File: src/sv/sife_pkg.sv
// Shared types and constants for the stuffed information frame encoder.
// No dependencies; imported by every module of the block.
package sife_pkg;

  localparam logic [7:0] SUB_FLAG = 8'h5e;
  localparam logic [7:0] SUB_ESC  = 8'h5d;

  // Configuration register indexes.
  localparam logic [2:0] REG_FLAG   = 3'd0;
  localparam logic [2:0] REG_ESCAPE = 3'd1;
  localparam logic [2:0] REG_ADDR   = 3'd2;
  localparam logic [2:0] REG_CTRL0  = 3'd3;
  localparam logic [2:0] REG_CTRL1  = 3'd4;

  localparam logic [7:0] RST_FLAG   = 8'h7e;
  localparam logic [7:0] RST_ESCAPE = 8'h7d;
  localparam logic [7:0] RST_ADDR   = 8'h03;
  localparam logic [7:0] RST_CTRL0  = 8'h00;
  localparam logic [7:0] RST_CTRL1  = 8'h40;

  // Back end sequencer steps.
  localparam logic [2:0] ST_START = 3'd0;
  localparam logic [2:0] ST_FLAG  = 3'd1;
  localparam logic [2:0] ST_ADDR  = 3'd2;
  localparam logic [2:0] ST_CTRL  = 3'd3;
  localparam logic [2:0] ST_HCHK  = 3'd4;
  localparam logic [2:0] ST_DATA  = 3'd5;
  localparam logic [2:0] ST_PCHK  = 3'd6;
  localparam logic [2:0] ST_CFLAG = 3'd7;

  // One classified payload byte, as queued between front and back.
  typedef struct packed {
    logic [7:0] data;
    logic       first;
    logic       last;
    logic       seq;
    logic [7:0] pchk;
  } sife_item_t;

  typedef struct packed {
    logic [7:0] flag;
    logic [7:0] escape;
    logic [7:0] addr;
    logic [7:0] ctrl0;
    logic [7:0] ctrl1;
  } sife_cfg_t;

endpackage

File: src/sv/stuffed_info_frame_encoder.sv
// Top level of the stuffed information frame encoder.
// Depends on sife_pkg, sife_front, sife_queue and sife_back.
//
// Usage: each input word carries one payload byte with first, last and
// sequence marks. A word is taken when in_valid is high and in_stall is low.
// A first word produces the opening flag, address, control byte (picked by
// the sequence bit) and header check, then its payload byte; a last word adds
// the payload check and the closing flag. All bytes between the flags are
// stuffed, so one field can take two line bytes. Words outside a frame are
// dropped without output.
// Results leave one line byte per cycle on out_byte while not stalled, taken
// when out_valid is high and out_stall is low. out_run_end marks the final
// byte of a word and out_frame_end marks the closing flag.
// With the back end idle, a taken word is written into the queue and its first
// byte is then loaded into the output register.
// The output sequencer sends one line byte per cycle while out_stall is low;
// a plain payload byte gives one line byte, an escaped one two, and the
// header and trailer fields add their line bytes to first and last words.
// A two-word queue lets the front keep taking words meanwhile.
// A stalled receiver holds the output register; the queue fills and then
// in_stall rises. Reset empties the queue, closes any frame and loads the
// register defaults.
module stuffed_info_frame_encoder (
  input  logic       clk,
  input  logic       rst_n,
  input  logic       in_valid,
  output logic       in_stall,
  input  logic [7:0] in_payload_byte,
  input  logic       in_first_byte,
  input  logic       in_last_byte,
  input  logic       in_seq_bit,
  output logic       out_valid,
  input  logic       out_stall,
  output logic [7:0] out_byte,
  output logic       out_run_end,
  output logic       out_frame_end,
  input  logic       cfg_we,
  input  logic [2:0] cfg_index,
  input  logic [7:0] cfg_wdata
);
  import sife_pkg::*;

  sife_cfg_t  cfg_r;
  sife_item_t push_item, head_item;
  logic       push, pop, q_full, head_valid;

  // Configuration registers; writes beyond the list are ignored.
  always_ff @(posedge clk) begin
    if (!rst_n) begin
      cfg_r.flag   <= RST_FLAG;
      cfg_r.escape <= RST_ESCAPE;
      cfg_r.addr   <= RST_ADDR;
      cfg_r.ctrl0  <= RST_CTRL0;
      cfg_r.ctrl1  <= RST_CTRL1;
    end else if (cfg_we) begin
      case (cfg_index)
        REG_FLAG:   cfg_r.flag   <= cfg_wdata;
        REG_ESCAPE: cfg_r.escape <= cfg_wdata;
        REG_ADDR:   cfg_r.addr   <= cfg_wdata;
        REG_CTRL0:  cfg_r.ctrl0  <= cfg_wdata;
        REG_CTRL1:  cfg_r.ctrl1  <= cfg_wdata;
        default: ;
      endcase
    end
  end

  // The front classifies words and keeps the running payload check.
  sife_front u_front (
    .clk          (clk),
    .rst_n        (rst_n),
    .in_valid     (in_valid),
    .q_full       (q_full),
    .payload_byte (in_payload_byte),
    .first_byte   (in_first_byte),
    .last_byte    (in_last_byte),
    .seq_bit      (in_seq_bit),
    .in_stall     (in_stall),
    .push         (push),
    .push_item    (push_item)
  );

  sife_queue u_queue (
    .clk        (clk),
    .rst_n      (rst_n),
    .push       (push),
    .push_item  (push_item),
    .pop        (pop),
    .full       (q_full),
    .head_valid (head_valid),
    .head_item  (head_item)
  );

  // The back walks the frame fields of the head word, one line byte a cycle unless stalled.
  sife_back u_back (
    .clk           (clk),
    .rst_n         (rst_n),
    .cfg           (cfg_r),
    .head_valid    (head_valid),
    .head_item     (head_item),
    .pop           (pop),
    .out_stall     (out_stall),
    .out_valid     (out_valid),
    .out_byte      (out_byte),
    .out_run_end   (out_run_end),
    .out_frame_end (out_frame_end)
  );

endmodule

File: src/sv/sife_front.sv
// Front end: accepts input words, tracks frame state and the payload check.
// Depends on sife_pkg; feeds sife_queue.
module sife_front (
  input  logic              clk,
  input  logic              rst_n,
  input  logic              in_valid,
  input  logic              q_full,
  input  logic [7:0]        payload_byte,
  input  logic              first_byte,
  input  logic              last_byte,
  input  logic              seq_bit,
  output logic              in_stall,
  output logic              push,
  output sife_pkg::sife_item_t push_item
);
  import sife_pkg::*;

  logic       open_r, open_nxt;
  logic [7:0] chk_r, chk_nxt;
  logic [7:0] chk_new;
  logic       accept;

  assign in_stall = q_full;
  assign accept   = in_valid && !q_full;
  // Bytes outside any frame are dropped here and never reach the back end.
  assign push     = accept && (first_byte || open_r);
  assign chk_new  = first_byte ? payload_byte : (chk_r ^ payload_byte);

  assign push_item.data  = payload_byte;
  assign push_item.first = first_byte;
  assign push_item.last  = last_byte;
  assign push_item.seq   = seq_bit;
  assign push_item.pchk  = chk_new;

  always_comb begin
    open_nxt = open_r;
    chk_nxt  = chk_r;
    if (push) begin
      open_nxt = !last_byte;
      chk_nxt  = last_byte ? 8'h00 : chk_new;
    end
  end

  always_ff @(posedge clk) begin
    if (!rst_n) begin
      open_r <= 1'b0;
      chk_r  <= 8'h00;
    end else begin
      open_r <= open_nxt;
      chk_r  <= chk_nxt;
    end
  end

endmodule

File: src/sv/sife_queue.sv
// Two-entry queue of classified words between the front and back ends.
// Depends on sife_pkg.
module sife_queue (
  input  logic              clk,
  input  logic              rst_n,
  input  logic              push,
  input  sife_pkg::sife_item_t push_item,
  input  logic              pop,
  output logic              full,
  output logic              head_valid,
  output sife_pkg::sife_item_t head_item
);
  import sife_pkg::*;

  sife_item_t mem_r [2];
  logic       wr_ptr_r, rd_ptr_r;
  logic [1:0] count_r, count_nxt;

  assign full       = (count_r == 2'd2);
  assign head_valid = (count_r != 2'd0);
  assign head_item  = mem_r[rd_ptr_r];

  always_comb begin
    count_nxt = count_r;
    if (push && !pop) begin
      count_nxt = count_r + 2'd1;
    end else if (pop && !push) begin
      count_nxt = count_r - 2'd1;
    end
  end

  always_ff @(posedge clk) begin
    if (push) begin
      mem_r[wr_ptr_r] <= push_item;
    end
  end

  always_ff @(posedge clk) begin
    if (!rst_n) begin
      wr_ptr_r <= 1'b0;
      rd_ptr_r <= 1'b0;
      count_r  <= 2'd0;
    end else begin
      count_r <= count_nxt;
      if (push) begin
        wr_ptr_r <= !wr_ptr_r;
      end
      if (pop) begin
        rd_ptr_r <= !rd_ptr_r;
      end
    end
  end

endmodule

File: src/sv/sife_back.sv
// Back end: sequences the line bytes of each queued word, applies byte
// stuffing and drives the output register. Depends on sife_pkg.
module sife_back (
  input  logic              clk,
  input  logic              rst_n,
  input  sife_pkg::sife_cfg_t cfg,
  input  logic              head_valid,
  input  sife_pkg::sife_item_t head_item,
  output logic              pop,
  input  logic              out_stall,
  output logic              out_valid,
  output logic [7:0]        out_byte,
  output logic              out_run_end,
  output logic              out_frame_end
);
  import sife_pkg::*;

  logic [2:0] step_r, step_nxt, cur;
  logic       esc_r, esc_nxt;
  logic       valid_r, valid_nxt;
  logic [7:0] byte_r, byte_nxt;
  logic       run_end_r, run_end_nxt;
  logic       fend_r, fend_nxt;
  logic [7:0] ctrl, fb;
  logic       raw, need_esc, field_done, item_done, can_load, fire;
  logic [2:0] next_step;

  assign can_load = !valid_r || !out_stall;
  assign fire     = can_load && head_valid;
  assign ctrl     = head_item.seq ? cfg.ctrl1 : cfg.ctrl0;
  assign cur      = (step_r == ST_START) ? (head_item.first ? ST_FLAG : ST_DATA) : step_r;

  always_comb begin
    case (cur)
      ST_FLAG:  fb = cfg.flag;
      ST_ADDR:  fb = cfg.addr;
      ST_CTRL:  fb = ctrl;
      ST_HCHK:  fb = cfg.addr ^ ctrl;
      ST_DATA:  fb = head_item.data;
      ST_PCHK:  fb = head_item.pchk;
      ST_CFLAG: fb = cfg.flag;
      default:  fb = head_item.data;
    endcase
  end

  assign raw      = (cur == ST_FLAG) || (cur == ST_CFLAG);
  assign need_esc = !raw && ((fb == cfg.flag) || (fb == cfg.escape));

  always_comb begin
    case (cur)
      ST_FLAG:  next_step = ST_ADDR;
      ST_ADDR:  next_step = ST_CTRL;
      ST_CTRL:  next_step = ST_HCHK;
      ST_HCHK:  next_step = ST_DATA;
      ST_DATA:  next_step = head_item.last ? ST_PCHK : ST_START;
      ST_PCHK:  next_step = ST_CFLAG;
      default:  next_step = ST_START;
    endcase
  end

  assign field_done = esc_r || !need_esc;
  assign item_done  = field_done && (next_step == ST_START);
  assign pop        = fire && item_done;

  always_comb begin
    step_nxt    = step_r;
    esc_nxt     = esc_r;
    byte_nxt    = byte_r;
    run_end_nxt = run_end_r;
    fend_nxt    = fend_r;
    valid_nxt   = valid_r;
    if (can_load) begin
      valid_nxt = fire;
    end
    if (fire) begin
      if (esc_r) begin
        byte_nxt = (fb == cfg.flag) ? SUB_FLAG : SUB_ESC;
      end else if (need_esc) begin
        byte_nxt = cfg.escape;
      end else begin
        byte_nxt = fb;
      end
      esc_nxt     = !field_done;
      step_nxt    = field_done ? next_step : cur;
      run_end_nxt = item_done;
      fend_nxt    = (cur == ST_CFLAG);
    end
  end

  always_ff @(posedge clk) begin
    if (!rst_n) begin
      step_r  <= ST_START;
      esc_r   <= 1'b0;
      valid_r <= 1'b0;
    end else begin
      step_r  <= step_nxt;
      esc_r   <= esc_nxt;
      valid_r <= valid_nxt;
    end
  end

  always_ff @(posedge clk) begin
    byte_r    <= byte_nxt;
    run_end_r <= run_end_nxt;
    fend_r    <= fend_nxt;
  end

  assign out_valid     = valid_r;
  assign out_byte      = byte_r;
  assign out_run_end   = run_end_r;
  assign out_frame_end = fend_r;

endmodule
File: config.mk
export PLATFORM = sky130hd
export DESIGN_NAME = stuffed_info_frame_encoder
export DESIGN_NICKNAME = d
export VERILOG_FILES = /design/src/sv/sife_pkg.sv /design/src/sv/stuffed_info_frame_encoder.sv /design/src/sv/sife_front.sv /design/src/sv/sife_queue.sv /design/src/sv/sife_back.sv
export SDC_FILE = /design/constraint.sdc
export NUM_CORES = 1
export LEC_CHECK = 0
export ABC_AREA = 1
export BUFFER_PORTS_ARGS = -buffer_cell sky130_fd_sc_hd__buf_4
export CAP_MARGIN = 5
export CORE_AREA = 2 2 105 107
export DETAILED_ROUTE_END_ITERATION = 8
export DIE_AREA = 0 0 107 109
export GPL_TIMING_DRIVEN = 0
export PLACE_DENSITY = 0.81
export RECOVER_POWER = 25
export SYNTH_ARGS = -nofsm -noshare
export SYNTH_HDL_FRONTEND = slang
export SYNTH_HIERARCHICAL = 1
export SYNTH_SLANG_ARGS = --single-unit
File: constraint.sdc
create_clock -name clk -period 4.1 [get_ports clk]
set_input_delay 0.205 -clock clk [delete_from_list [all_inputs] [get_ports clk]]
set_output_delay 0.205 -clock clk [all_outputs]
set_load 0.05 [all_outputs]
==> metrics <==
DPL Wire Length=9.37 mm; slowest CP cell=dfxtp_1; grt ovf=0; hold depth=1; DR vias/cell=5.01; R2R Setup Slk=0.65 ns; Final #Nets=between 800 and 900; Die X=107 um; routed wire length=~12 mm; most common cell after layout, fill and taps aside=nand2_1; Post-Syn Nets=roughly 800; grt peak-use layer=met2; share of post-route cells with drive strength above 1=approximately 15%; IR drop worst, VDD=304 uV; cell count after placement=between 900 and 1000; Worst Reg2Reg Path Length in Cells=27; Die H=109 um; Slew headroom=47.4%; Root Buffer=clkbuf_8; post-route ant nets=0; drt wl/cell=13.2 um; internal power=2.23 mW; Slew Limit Fails=0; endpoints failing setup=0; Reg clk slew, reported paths=~0.10 ns; sw frac=41.7%; H-tree depth=3; worst-skew pair later-pin latency=slightly below 0.4 ns; # Max-Cap Violations=0; FF-to-FF End=u_queue/count_r[1]; I/O Pins=39; library cells used by synthesis=37; power share of the clock group=17.3%; Final Core Density=59.4%; Fin Clk Skew=0.0138 ns; Top FF cell, synth=dfxtp_1; Pwr Total=3.83 mW; Syn. warnings=6; post-route setup TNS=0 ns; GP Congestion=0.882; EDFF count, synth=48; initial antenna violation count=0; Hold Fails Final Rpt=0; area occupied by multi-input gates=2480 sq um; Setup crit start kind=flip-flop; Tmin final=approximately 3.4 ns; Via Count=4727; met1 usage=30.2%; met2 Use GR=37.5%; critical hold path startpoint=in_seq_bit; drt drc=0; first-pass GRT wire length=20.5 mm; crit-path most repeated cell=nand2_1; DP Area=between 6000 and 7000 sq um; mapped cell area=5690 sq um; clk sinks=107; Max Root-Sink Buffers=2; Flop pwr share=between 30 and 40%; Finished Layout Cells=943; met3 usage=2.93%; RSZ-0062 raised after global routing=no; Iter 0 DRT Violations=364; period utilization=84.1%; largest net degree at the start of global routing=20; cts hold-fix bufs=0; hold endpoint=u_queue/mem_r[1][8]; path type of the worst setup path=reg -> reg; drt pass-1 iters=4; combinational share of power=46.8%; vias in the first global route=4290; FMAX=0.290 GHz; final instance area=6300 sq um; GRT Overall Usage=22.8%; Psw=1.60 mW; HP Class=in -> reg; pwr dens=608 nW/um^2; most frequent cells in the layout=219 x nand2_1, 109 x nor2_1, 95 x inv_1; Worst EP required=4.39 ns; ant diodes=0; Resized Gates After CTS=0; FF+latch area=~2600 sq um; Post-CTS Setup Bufs=0; CTS tree=yes; Core ar.=10600 sq um; Synth Register Bits=107; total die area=11700 sq um; Post-synth ARST share=0%; critical path arrival=3.74 ns; Avg Cell Area, Syn=7.59 sq um; worst stage delay on the critical path=between 0.3 and 0.4 ns; Critical Path Sink Type=flip-flop; Syn Inst Count=749; crit-path max FO=10; Area growth, synth to finish=10.8%; status=finished clean; Initial Utilization=53.6%; leakage power=approximately 3 nW; FILL cells=960; Core Rows=38; TritonCTS Buffers=9; register area share after synthesis=46.1%; number of buffers added on ports=37; worst slew pin tran=0.788 ns
==> flip-flops by register name, summed over array words and instances (netlist names), named ones only <==
signal	flops
cfg_r	40
u_back/esc_r	1
u_back/out_byte	8
u_back/out_frame_end	1
u_back/out_run_end	1
u_back/out_valid	1
u_back/step_r	3
u_front/chk_r	8
u_front/open_r	1
u_queue/count_r	2
u_queue/mem_r	38
u_queue/rd_ptr_r	1
u_queue/wr_ptr_r	1
==> cells in the mapped netlist, types with 2 or more instances <==
| cell | n | area (sq um) |
|---|---|---|
| nand2_1 | 219 | 822 |
| nor2_1 | 110 | 413 |
| inv_1 | 95 | 357 |
| nand3_1 | 82 | 410 |
| dfxtp_1 | 59 | 1180 |
| edfxtp_1 | 48 | 1440 |
| buf_4 | 13 | 97.6 |
| a21oi_1 | 12 | 60.1 |
| o21ai_0 | 12 | 60.1 |
| mux2_4 | 10 | 150 |
| nand2_2 | 10 | 62.6 |
| mux2_2 | 9 | 101 |
| inv_2 | 8 | 30.0 |
| nor2_2 | 6 | 37.5 |
| nor2_4 | 5 | 56.3 |
| o211ai_1 | 5 | 37.5 |
| buf_6 | 4 | 45.0 |
| nand3b_1 | 4 | 30.0 |
| nand4_1 | 4 | 25.0 |
| or2_1 | 4 | 25.0 |
| buf_2 | 3 | 15.0 |
| clkbuf_1 | 3 | 11.3 |
| nand2_4 | 3 | 33.8 |
| o21ai_2 | 3 | 26.3 |
| a211oi_1 | 2 | 15.0 |
| nand3_2 | 2 | 20.0 |
| o21ai_1 | 2 | 10.0 |
| or2_2 | 2 | 12.5 |
| or2_4 | 2 | 17.5 |
==> cell type report <==
type	instances	share of cell area, %
plain buffers	24	2.78
clock buffers	9	1.97
clock inverters	7	1.15
inverters	105	6.28
multi-input cells	513	39.4
flip-flops and latches	107	41.6
well taps	140	2.78
repair buffers	38	3.99
==> worst max path at each step <==
stage | depth (start not counted) | from | end
after floorplan | 28 | flip-flop | u_queue/count_r[1]
after global placement | 28 | flip-flop | u_queue/count_r[1]
after detailed placement | 28 | flip-flop | u_queue/count_r[1]
after CTS | 28 | flip-flop | u_queue/count_r[1]
after global routing | 28 | flip-flop | u_queue/count_r[1]
final | 27 | flip-flop | u_queue/count_r[1]
==> layer usage <==
layer | wire length [um] | up-vias
li1 | - | 2449
met1 | 5670 | 2129
met2 | 5840 | 126
met3 | 548 | 23
met4 | 378 | 0
met5 | 0 | -
==> cell families (layout without fill, tap and decap cells) <==
kind of cell | count (synthesis) | count (layout) | synth area share (%)
fa+ha+maj | 1 | 1 | 0.220
compound gates | 38 | 38 | 3.96
mux | 19 | 19 | 4.42
flops | 107 | 107 | 46.1
simple gates | 455 | 455 | 35.0
buf+inv | 129 | 183 | 10.3
==> power groups by stage <==
stage	combinational (mW)	clock [mW]	sequential, mW
6_report	1.79	0.662	1.38
5_1_grt	2.01	0.703	1.39
4_1_cts	1.79	0.666	1.38
3_5_place_dp	1.79	0	1.40
3_3_place_gp	1.75	0	1.40
2_1_floorplan	1.21	0	1.59
==> critical path, delay by kind of cell (launching register included) <==
kind,cells,cell delay [ns]
compound gates,1,0.18
mux,1,0.31
fa+ha+maj,1,0.31
flops,1,0.34
buf+inv,6,0.73
simple gates,18,1.47
==> through the flow <==
| step | hold slack [ns] | setup slack (ns) |
|---|---|---|
| after floorplan | 0.318 | 1.16 |
| after global placement | 0.392 | 0.773 |
| after detailed placement | 0.397 | 0.696 |
| after CTS | 0.00166 | 0.670 |
| after global routing | 0.0284 | 0.197 |
| final | 0.0290 | 0.652 |
Power figures use the tool's default switching activity.
